File: config.mk
export PLATFORM = sky130hd
export DESIGN_NAME = cda_year_start
export DESIGN_NICKNAME = d
export VERILOG_FILES = /design/src/hdl/cda_pkg.sv /design/src/hdl/cda_year_start.sv
export SDC_FILE = /design/constraint.sdc
export NUM_CORES = 1
export LEC_CHECK = 0
export ABC_AREA = 1
export BUFFER_PORTS_ARGS = -buffer_cell sky130_fd_sc_hd__buf_2
export CORE_MARGIN = 4
export CORE_UTILIZATION = 45
export CTS_CLUSTER_SIZE = 40
export DETAILED_ROUTE_END_ITERATION = 6
export PLACE_DENSITY_LB_ADDON = 0.1
export RECOVER_POWER = 100
export SYNTH_ARGS = -nofsm -noshare
export SYNTH_HDL_FRONTEND = slang
export SYNTH_SLANG_ARGS = --single-unit
File: constraint.sdc
create_clock -name clock -period 6.5 [get_ports clock]
set_input_delay 0 -clock clock [delete_from_list [all_inputs] [get_ports clock]]
set_output_delay 0 -clock clock [all_outputs]
set_load 0.02 [all_outputs]
File: src/hdl/cda_pkg.sv
// ----------------------------------------------------------------------------
// cda_pkg
// Shared widths, command codes, reciprocal constants and the month table
// of the calendar date arithmetic core.
// ----------------------------------------------------------------------------
package cda_pkg;

   // field widths
   localparam int YEAR_W  = 14;
   localparam int MONTH_W = 4;
   localparam int DAY_W   = 5;
   localparam int COUNT_W = 21;
   localparam int DIFF_W  = 23;

   // day numbers: signed working width and unsigned start-of-year width
   localparam int DN_W  = 24;
   localparam int DS_W  = 23;
   localparam int REM_W = 9;
   localparam int EST_W = 22;

   // command codes
   localparam logic [1:0] CMD_ADD  = 2'd0;
   localparam logic [1:0] CMD_SUB  = 2'd1;
   localparam logic [1:0] CMD_DIFF = 2'd2;

   // floor(x / 100) as (x * 5243) >> 19, exact for x below 43690
   localparam int            RECIP_100_W     = 13;
   localparam logic [12:0]   RECIP_100       = 13'd5243;
   localparam int            RECIP_100_SHIFT = 19;

   // year estimate from a day number, within one year of the truth
   localparam int            RECIP_YEAR_W     = 12;
   localparam logic [11:0]   RECIP_YEAR       = 12'd2871;
   localparam int            RECIP_YEAR_SHIFT = 20;

   // day numbers of 1 jan of year 1 and of year 10000
   localparam logic signed [DN_W-1:0] FIRST_DAY = 24'sd366;
   localparam logic signed [DN_W-1:0] END_DAY   = 24'sd3652425;

   // fields of date a and flags that ride along the pipeline
   typedef struct packed {
      logic [1:0]         command;
      logic [YEAR_W-1:0]  year;
      logic [MONTH_W-1:0] month;
      logic [DAY_W-1:0]   day;
      logic               earlier;
      logic               same;
   } side_type;

   // days in the year before the first of a month (index 0 is january)
   function automatic logic [REM_W-1:0] month_start(input logic [3:0] idx,
                                                    input logic leap);
      logic [REM_W-1:0] base;
      case (idx)
         4'd0:    base = 9'd0;
         4'd1:    base = 9'd31;
         4'd2:    base = 9'd59;
         4'd3:    base = 9'd90;
         4'd4:    base = 9'd120;
         4'd5:    base = 9'd151;
         4'd6:    base = 9'd181;
         4'd7:    base = 9'd212;
         4'd8:    base = 9'd243;
         4'd9:    base = 9'd273;
         4'd10:   base = 9'd304;
         default: base = 9'd334;
      endcase
      if (leap && idx >= 4'd2) begin
         base = base + 9'd1;
      end
      return base;
   endfunction

endpackage

File: src/hdl/cda_year_start.sv
// ----------------------------------------------------------------------------
// cda_year_start
// Two-stage unit: day number of 1 january of a year and its leap flag.
// ----------------------------------------------------------------------------
module cda_year_start import cda_pkg::*; (
   input  logic              clock,
   input  logic              enable,
   input  logic [YEAR_W-1:0] year,
   output logic [DS_W-1:0]   day_start,
   output logic              leap
);

   logic [YEAR_W:0]                 y3, y99, y399;
   logic [YEAR_W+RECIP_100_W:0]     p99, p399;
   logic [YEAR_W+RECIP_100_W-1:0]   ph;

   logic [DS_W-1:0]   days365_in, days365_ff;
   logic [12:0]       c4_in, c4_ff;
   logic [8:0]        c100_in, c100_ff;
   logic [6:0]        c400_in, c400_ff;
   logic [7:0]        qh_in, qh_ff;
   logic [YEAR_W-1:0] year_ff;
   logic [DS_W-1:0]   day_start_in, day_start_ff;
   logic              div100;
   logic              leap_in, leap_ff;

   // stage 1: 365 * y and the rounded-up quarter, century and 400 counts
   always_comb begin
      y3         = {1'b0, year} + (YEAR_W+1)'(3);
      y99        = {1'b0, year} + (YEAR_W+1)'(99);
      y399       = {1'b0, year} + (YEAR_W+1)'(399);
      p99        = (YEAR_W+RECIP_100_W+1)'(y99) * (YEAR_W+RECIP_100_W+1)'(RECIP_100);
      p399       = (YEAR_W+RECIP_100_W+1)'(y399) * (YEAR_W+RECIP_100_W+1)'(RECIP_100);
      ph         = (YEAR_W+RECIP_100_W)'(year) * (YEAR_W+RECIP_100_W)'(RECIP_100);
      days365_in = DS_W'(year) * DS_W'(365);
      c4_in      = y3[YEAR_W:2];
      c100_in    = p99[RECIP_100_SHIFT +: 9];
      c400_in    = p399[RECIP_100_SHIFT+2 +: 7];
      qh_in      = ph[RECIP_100_SHIFT +: 8];
   end

   always_ff @(posedge clock) begin
      if (enable) begin
         days365_ff <= days365_in;
         c4_ff      <= c4_in;
         c100_ff    <= c100_in;
         c400_ff    <= c400_in;
         qh_ff      <= qh_in;
         year_ff    <= year;
      end
   end

   // stage 2: sum of the terms and the leap rule
   always_comb begin
      day_start_in = days365_ff + DS_W'(c4_ff) - DS_W'(c100_ff) + DS_W'(c400_ff);
      div100       = (year_ff == YEAR_W'(YEAR_W'(qh_ff) * YEAR_W'(100)));
      leap_in      = ((year_ff[1:0] == 2'd0) && !div100) ||
                     (div100 && (qh_ff[1:0] == 2'd0));
   end

   always_ff @(posedge clock) begin
      if (enable) begin
         day_start_ff <= day_start_in;
         leap_ff      <= leap_in;
      end
   end

   assign day_start = day_start_ff;
   assign leap      = leap_ff;

endmodule

### Yosys cells after proc, flatten, opt, wreduce, memory -nomap -nowiden

Index checks and enable logic that the tools add are counted.

* input bits: 16
* output and inout port bits: 24
* register bits: 98

* add/subtract/negate cells: 6
* reductions and logical operators: 6
* equal/unequal tests: 1
* $mul: 5

Operators by type and width (number)
* $mul A15 B13 Y28 const B: 2
* $mul A14 B13 Y27 const B: 1
* $add A23 B13 Y23: 1
* $add A23 B7 Y23: 1
* $mul A14 B9 Y23 const B: 1
* $sub A23 B9 Y23: 1
* $add A14 B2 Y15 const B: 1
* $add A14 B7 Y15 const B: 1
* $add A14 B9 Y15 const B: 1
* $eq A14 B14 Y1: 1
* $mul A8 B5 Y12 const B: 1
* $logic_not A2 Y1: 2
* $logic_and A1 B1 Y1: 2
* $logic_not A1 Y1: 1
* $logic_or A1 B1 Y1: 1

### Longest topological paths before layout

Gate-level depths: netlist of run 1.

* depth after elaboration: 5
* gate-level depth with buffers: 32

### Least setup slack after synthesis of run 1

OpenSTA, ideal clock, no wires.

* path type: input -> register
* start: input year[0]
* end: register c100_ff[8], data pin
* stages: 27
* data required time: 6247 ps
* setup slack: 1212 ps
* setup time: 253 ps
* arrival: 5036 ps
* cells stage by stage: inv_1 ha_1 nor2_2 a21oi_1 o21ai_2 nand2_2 xor2_1 inv_1 fa_1 inv_1 ha_1 inv_1 fa_1 inv_1 fa_1 inv_1 fa_1 inv_1 ha_1 nand2_1 inv_1 a21oi_1 o21bai_1 a21oi_1 nand2_1 nand2_1 nand2_1

* cells in the longest elaborated chain, start to end: 2

Ends and longest elaborated chain
* start: declaration: line cda_year_start.sv:8 `input logic [YEAR_W-1:0] year,`
* $add A14 B7 Y15: line cda_year_start.sv:30 `y99 = {1'b0, year} + (YEAR_W+1)'(99);`
* $mul A15 B13 Y28: line cda_year_start.sv:32 `p99 = (YEAR_W+RECIP_100_W+1)'(y99) * (YEAR_W+RECIP_100_W+1)'(RECIP_100);`
* net p99[27]: line cda_year_start.sv:14 `logic [YEAR_W+RECIP_100_W:0] p99, p399;`
* end signal: assignment: line cda_year_start.sv:46 `c100_ff <= c100_in;`
* end: declaration: line cda_year_start.sv:19 `logic [8:0] c100_in, c100_ff;`

The timed path passes the listed nets, and every way through them passes these cells.
A chain may end at the register's enable or synchronous reset.

### Worst setup path in the final report of run 1

* start: input year[1]
* end: register c100_ff[8], data pin

Same word-level chain as after synthesis.

==> summary.md, run 1 <==
| Metric | Value |
|---|---|
| Final Hold Vio Count | `0` |
| Most frequent cells in the layout | `inv_1, ha_1, nand2_1` |
| First-pass iteration count of the detailed router | `5` |
| Die area | `approximately 50000 sq um` |
| Slew of the pin with the lowest slew margin | `3.91 ns` |
| Setup Buffers After CTS | `0` |
| Worst endpoint required time | `between 6 and 7 ns` |
| Failing checks | `capacitance limit, slew limit` |
| Crit path launch | `year[1]` |
| Net Count, Synth | `between 3000 and 4000` |
| Ys Warns | `0` |
| CTS Buffer Depth | `2` |
| Post-synthesis sequential area ratio | `between 10% and 20%` |
| Routed WL | `52.4 mm` |
| Reg area | `slightly below 3000 sq um` |
| Final Slew Violations | `99` |
| Number of max-cap violations | `2` |
| Worst Skew | `between 0.02 and 0.03 ns` |
| CP bufs+invs | `8` |
| Dpl cell area | `~22000 sq um` |
| Place WS | `~0.63 ns` |
| Slowest Stage Delay on Critical Path | `approximately 0.54 ns` |
| Nets | `about 3200` |
| Max-slew headroom | `-161%` |
| Outcome | `finished, violations left` |
| H-tree levels | `3` |
| Fillers | `4622` |
| CP max-delay cell | `dlygate4sd3_1` |
| CP arrival | `6.20 ns` |
| Initial cell density of the core | `a little under half` |
| Drt initial violations | `roughly 900` |
| Syn Area/Cell | `roughly 8.4 sq um` |
| CTS Buf Count | `9` |
| Congestion Overflow GR | `0` |
| Worst Setup Start Kind | `input port` |
| Crit path time final | `between 6 and 7 ns` |
| Setup tns final | `0 ns` |
| Crit path max-delay family | `adder cells` |
| Largest net degree at the start of global routing | `71` |
| GPL Wtd Cong | `around 0.93` |
| Wire per inst | `about 17 um` |
| Clk root buf | `clkbuf_16` |
| Clk pin slew, worst setup/hold paths | `0.09 ns` |
| Vias in the first global route | `15600` |
| FF+latch count, synth | `96` |
| RSZ-0062 raised after global routing | `no` |
| PostCTS Resize Cnt | `0` |
| Core Box Area | `45700 sq um` |
| Worst r2r src | `days365_ff[1]$_DFFE_PP_` |
| Antenna viol nets, final | `0` |
| Fmax | `~0.17 GHz` |
| CTS tree | `yes` |
| Die Wd | `about 220 um` |
| Vias | `15400` |
| HPWL after DPL | `about 47 mm` |
| GRT Util Overall | `21.5%` |
| Post-Route Utilization | `between 40 and 50%` |
| Commonest non-fill, non-tap cell in the layout | `inv_1` |
| Final Cycle Share | `between 90 and 100%` |
| Worst-skew pair later-pin latency | `around 0.40 ns` |
| Worst setup margin | `~0.45 ns` |
| Antenna diodes | `0` |
| Share of cells above drive strength 1 | `around 2.3%` |
| Via/cell ratio | `4.87` |
| Initial antenna violation count | `0` |
| FP Rows | `78` |
| Fin area | `between 20000 and 25000 sq um` |
| Final setup vio count | `0` |
| First-pass GRT wire length | `between 80 and 90 mm` |
| Min-delay src | `year[3]` |
| Clock sinks | `96` |
| Area of the multi-input gates | `about 15000 sq um` |
| Worst min path class | `in -> reg` |
| Area growth, synth to finish | `6.05%` |
| # port buffers | `39` |
| CP Max Fanout | `7` |
| Crit path capture type | `flip-flop` |
| Post-Syn Area | `between 20000 and 25000 sq um` |
| Mapped Cells | `around 2500` |
| I/O Pins | `40` |
| Synth unique cells | `39` |
| Die Span Y | `around 220 um` |
| Critical path class | `in -> reg` |
| DRC viols | `0` |
[kinds of logic after synthesis]
logic type,share of synthesized area [%]
compound gates,5.82
flops,13.8
buf+inv,12.8
fa+ha+maj,49.8
xor+xnor,3.42
simple gates,14.4
[synthesized netlist by cell type]
| library cell | instances | share of area [%] |
|---|---|---|
| nand4_1 | 36 | 1.1 |
| nor4_1 | 2 | 0.060 |
| xor2_1 | 54 | 2.3 |
| nor3_2 | 1 | 0.048 |
| xnor2_1 | 19 | 0.80 |
| o21a_1 | 5 | 0.18 |
| nand2_1 | 408 | 7.3 |
| nor3_1 | 28 | 0.67 |
| a21oi_2 | 3 | 0.13 |
| a21oi_1 | 99 | 2.4 |
| a21boi_2 | 1 | 0.054 |
| edfxtp_1 | 96 | 14 |
| and2_1 | 1 | 0.030 |
| o21ai_0 | 37 | 0.89 |
| fa_1 | 258 | 25 |
| xor2_4 | 1 | 0.13 |
| o21bai_1 | 17 | 0.61 |
| a21boi_0 | 3 | 0.11 |
| nor2_4 | 2 | 0.11 |
| o211ai_1 | 1 | 0.036 |
| a31oi_1 | 4 | 0.12 |
| ha_1 | 419 | 25 |
| o21ai_2 | 2 | 0.084 |
| nand2_4 | 2 | 0.11 |
| a211oi_1 | 2 | 0.072 |
| nand2b_1 | 1 | 0.030 |
| o21ai_1 | 10 | 0.24 |
| nor3b_1 | 1 | 0.036 |
| nand3_1 | 87 | 2.1 |
| nor2_1 | 125 | 2.2 |
| xor2_2 | 3 | 0.23 |
| a21o_1 | 26 | 0.93 |
| inv_1 | 700 | 13 |
| nor2_2 | 3 | 0.090 |
| or2_2 | 1 | 0.030 |
| nand3_2 | 2 | 0.096 |
| nand3b_1 | 5 | 0.18 |
| nand2_2 | 7 | 0.21 |
| inv_2 | 13 | 0.23 |
[what timing repair did]
item	in CTS	in global routing
setup endpoints to repair	0	0
hold endpoints to repair	2	0
hold buffers	2	0
[area by class of cell]
cell class	instances	share of cell area (%)
clock buffers	10	1.03
clock inverters	6	0.237
inverters	713	12.1
multi-input cells	1676	69.1
flip-flops and latches	96	13.0
well taps	600	3.38
repair buffers	57	1.14
[metal layers]
layer,track usage [%],vias up,wire length (um)
met2,34.9,249,24000
met1,30.5,7246,25100
met4,4.73,0,853
li1,-,7842,-
met3,3.50,34,2370
met5,0,-,0
[final timing paths]
kind	endpoint	depth (start not counted)	slack (ns)
max	c100_ff[8]$_DFFE_PP_	29	0.45
min	year_ff[3]$_DFFE_PP_	2	0.23
max reg2reg	day_start[17]$_DFFE_PP_	15	2.58
min reg2reg	day_start[22]$_DFFE_PP_	3	0.72
[flip-flops by register name (all words and copies together) (netlist names)]
signal / flops
year_ff: 12
c100_ff: 9
days365_ff: 23
qh_ff: 8
day_start: 23
c4_ff: 13
c400_ff: 7
leap: 1
[metrics by stage]
step / instances / hold WS, ns
after detailed placement: 3140 / 0.397
after global routing: 3158 / 0.235
final: 3158 / 0.231
after floorplan: 2485 / 0.0989
after global placement: 3140 / 0.401
after CTS: 3158 / 0.0152
[worst reg2reg max path: stages, from the launching register on]
cell	delay [ns]
edfxtp_1	0.45
inv_1	0.09
fa_1	0.53
inv_1	0.05
fa_1	0.50
ha_1	0.21
inv_1	0.09
fa_1	0.40
inv_1	0.13
nand3_1	0.08
nand2_1	0.17
a21boi_0	0.19
o21ai_0	0.46
nand3_1	0.16
nand3_1	0.10
nand2_1	0.05
Power of run 1 is not shown: default switching activity piles up to over one toggle a cycle in this logic, so the estimate is an artifact.
==> inputs of run 2 (changes only) <==
--- a/config.mk
+++ b/config.mk
@@ -5,7 +5,7 @@
 export SDC_FILE = /design/constraint.sdc
 export NUM_CORES = 1
 export LEC_CHECK = 0
-export ABC_AREA = 1
+export ABC_AREA = 0
 export BUFFER_PORTS_ARGS = -buffer_cell sky130_fd_sc_hd__buf_2
 export CORE_MARGIN = 4
 export CORE_UTILIZATION = 45
==> summary.md, run 2 <==
| Metric | Value |
|---|---|
| Number of max-cap violations | `2 (unchanged)` |
| Antenna diodes | `0 (unchanged)` |
| Area contributors post-synth | `ha_1, fa_1, edfxtp_1 (unchanged)` |
| FF+latch count, synth | `96 (unchanged)` |
| Routed WL | `41.0 mm (was 52.4 mm)` |
| CTS Buf Count | `9 (unchanged)` |
| Clk root buf | `clkbuf_16 (unchanged)` |
| Top-count cell post-synth | `inv_1 (unchanged)` |
| # port buffers | `39 (unchanged)` |
| Worst r2r src | `days365_ff[1]$_DFFE_PP_ (unchanged)` |
| Largest net degree at the start of global routing | `72 (was 71)` |
| Crit path time final | `6.06 ns (was 6.05 ns)` |
| Worst Skew | `0.00905 ns (was 0.0271 ns)` |
| I/O Pins | `40 (unchanged)` |
| Number of synthesized flops with an enable pin | `96 (unchanged)` |
| Post-synth top area share | `28.4% (was 25.1%)` |
| Worst-skew pair later-pin latency | `0.38 ns (was 0.40 ns)` |
| Core Box Area | `40100 sq um (was 45700 sq um)` |
| Final setup vio count | `0 (unchanged)` |
| Wire per inst | `16.9 um (was 16.6 um)` |
| Initial cell density of the core | `46.0% (was 45.8%)` |
| Most frequent cells in the layout | `inv_1, ha_1, fa_1 (was inv_1, ha_1, nand2_1)` |
| Die Span Y | `210 um (was 224 um)` |
| Clock sinks | `96 (unchanged)` |
| Synth cell count leaders | `inv_1, ha_1, fa_1 (was inv_1, ha_1, nand2_1)` |
| CTS tree | `yes (unchanged)` |
| Syn Area/Cell | `10.3 sq um (was 8.42 sq um)` |
| Antenna viol nets, final | `0 (unchanged)` |
| Largest area contributor in the netlist | `ha_1 (unchanged)` |
| RSZ-0062 raised after global routing | `no (unchanged)` |
| DRC viols | `0 (unchanged)` |
| Final Cycle Share | `93.2% (was 93.1%)` |
| Hold Buf Count CTS | `0 (was 2)` |
| Outcome | `finished, violations left (unchanged)` |
| Fmax | `0.165 GHz (about the same)` |
| Critical path class | `in -> reg (unchanged)` |
| Post-synthesis sequential area ratio | `15.6% (was 13.8%)` |
| Failing checks | `capacitance limit, slew limit (unchanged)` |
| Synth unique cells | `52 (was 39)` |
| Congestion Overflow GR | `0 (unchanged)` |
| Initial antenna violation count | `1 (was 0)` |
| Vias | `11800 (was 15400)` |
| Crit path capture type | `flip-flop (unchanged)` |
| Slew of the pin with the lowest slew margin | `3.82 ns (was 3.91 ns)` |
| CP Max Fanout | `5 (was 7)` |
| Crit path launch | `year[2] (was year[1])` |
| Mapped Cells | `1794 (was 2485)` |
| Worst endpoint required time | `6.62 ns (was 6.65 ns)` |
| Max-slew headroom | `-155% (was -161%)` |
| First-pass GRT wire length | `68.2 mm (was 84.5 mm)` |
| Fraction of registers with async set or reset after synthesis | `0% (unchanged)` |
| Die Wd | `210 um (was 224 um)` |
| Area growth, synth to finish | `7.78% (was 6.05%)` |
| Post-Syn Area | `18400 sq um (was 20900 sq um)` |
| Worst min path class | `in -> reg (unchanged)` |
| FP Rows | `73 (was 78)` |
| Net Count, Synth | `2487 (was 3178)` |
| HPWL after DPL | `36.8 mm (was 46.6 mm)` |
| GRT Util Overall | `19.6% (was 21.5%)` |
| Worst Setup Start Kind | `input port (unchanged)` |
| Setup tns final | `0 ns (unchanged)` |
| CTS Buffer Depth | `2 (unchanged)` |
| Final Slew Violations | `99 (unchanged)` |
| Final Hold Vio Count | `0 (unchanged)` |
| Min-delay src | `year[3] (unchanged)` |
| Drt initial violations | `419 (was 897)` |
| Die area | `44300 sq um (was 50000 sq um)` |
| Clk pin slew, worst setup/hold paths | `0.07 ns (was 0.09 ns)` |
| Nets | `2585 (was 3246)` |
| First-pass iteration count of the detailed router | `6 (was 5)` |
| GPL Wtd Cong | `0.913 (was 0.934)` |
| Via/cell ratio | `4.86 (was 4.87)` |
| Setup Buffers After CTS | `0 (unchanged)` |
| Commonest non-fill, non-tap cell in the layout | `inv_1 (unchanged)` |
| Ys flop type | `edfxtp_1 (unchanged)` |
| Share of cells above drive strength 1 | `3.48% (was 2.31%)` |
| H-tree levels | `3 (unchanged)` |
| PostCTS Resize Cnt | `0 (unchanged)` |
| Ys Warns | `0 (unchanged)` |
| Vias in the first global route | `12500 (was 15600)` |
| CP arrival | `6.18 ns (was 6.20 ns)` |
-- run 2: changes by cell type after synthesis, moves of 10 or more --
| cell | before | now |
|---|---|---|
| xor2_1 | 54 | 17 |
| nand2_1 | 408 | 28 |
| o21bai_1 | 17 | 6 |
| nor2_1 | 125 | 43 |
| nand2b_1 | 1 | 13 |
| nor3_1 | 28 | 10 |
| o21ai_1 | 10 | 0 |
| nand3_1 | 87 | 24 |
| a21oi_1 | 99 | 57 |
| nand4_1 | 36 | 9 |
| xnor2_1 | 19 | 100 |
| inv_2 | 13 | 0 |
| inv_1 | 700 | 551 |
-- run 2: final timing paths --
check,endpoint,cells after the start,slack [ns]
worst max-delay path,c400_ff[6]$_DFFE_PP_,26,0.44
worst min-delay path,year_ff[3]$_DFFE_PP_,1,0.02
worst max register to register,day_start[21]$_DFFE_PP_,15,2.17
worst min register to register,day_start[0]$_DFFE_PP_,1,0.64
-- run 2: kinds of logic after synthesis --
logic type / synth area share [%]
AOI/OAI and AO/OA: 6.78
and+or+nand+nor: 4.42
adders and majority gates: 56.4
buffers and inverters: 11.2
DFF: 15.6
xor gates and xnor gates: 5.55
-- run 2: area by class of cell --
class / instances / area (sq um)
Fill cell: 3746 / 20200
Timing Repair Buffer: 87 / 460
Clock buffer: 9 / 225
Multi-Input combinational cell: 1147 / 13500
Sequential cell: 96 / 2880
Tap cell: 525 / 657
Clock inverter: 7 / 92.6
Inverter: 551 / 2070
-- run 2: critical path, stage by stage --
cell,delay [ns]
buf_2,0.14
inv_1,0.21
ha_1,0.19
a21boi_0,0.12
nor2b_1,0.17
o21ai_1,0.12
o21a_1,0.24
nand2b_1,0.17
xnor2_1,0.44
inv_1,0.22
fa_1,0.55
inv_1,0.05
ha_1,0.30
fa_1,0.46
fa_1,0.55
inv_1,0.06
fa_1,0.54
inv_1,0.05
ha_1,0.30
nand3_1,0.08
nor2_1,0.04
a221o_1,0.38
a211o_4,0.40
a31oi_4,0.20
o21bai_2,0.08
xnor2_1,0.12
-- run 2: routing by layer --
metal  up-vias  global-route usage, %  share of wire [%]  routed length [um]
met5         -                      0                  0                   0
met4         0                   3.69                1.6                 658
met3        32                   2.43                2.8                1150
met2       132                   32.6                 46               19000
met1      5746                   28.2                 49               20200
li1       5872                      -                  -                   -
-- run 2: metrics by stage --
| step | setup WS (ns) | hold WS, ns | util [%] | instances | area, sq um |
|---|---|---|---|---|---|
| final | 0.440 | 0.0153 | 49.6 | 2422 | 19900 |
| after global routing | 0.0243 | 0.0130 | 49.6 | 2422 | 19900 |
| after CTS | 0.381 | 0.0106 | 49.8 | 2422 | 20000 |
| after detailed placement | 0.0322 | 0.403 | 49.0 | 2406 | 19700 |
| after global placement | 0.128 | 0.402 | 49.0 | 2406 | 19700 |
| after floorplan | 0.531 | 0.0989 | - | 1794 | 18400 |
Power of run 2 is left out for the same reason.
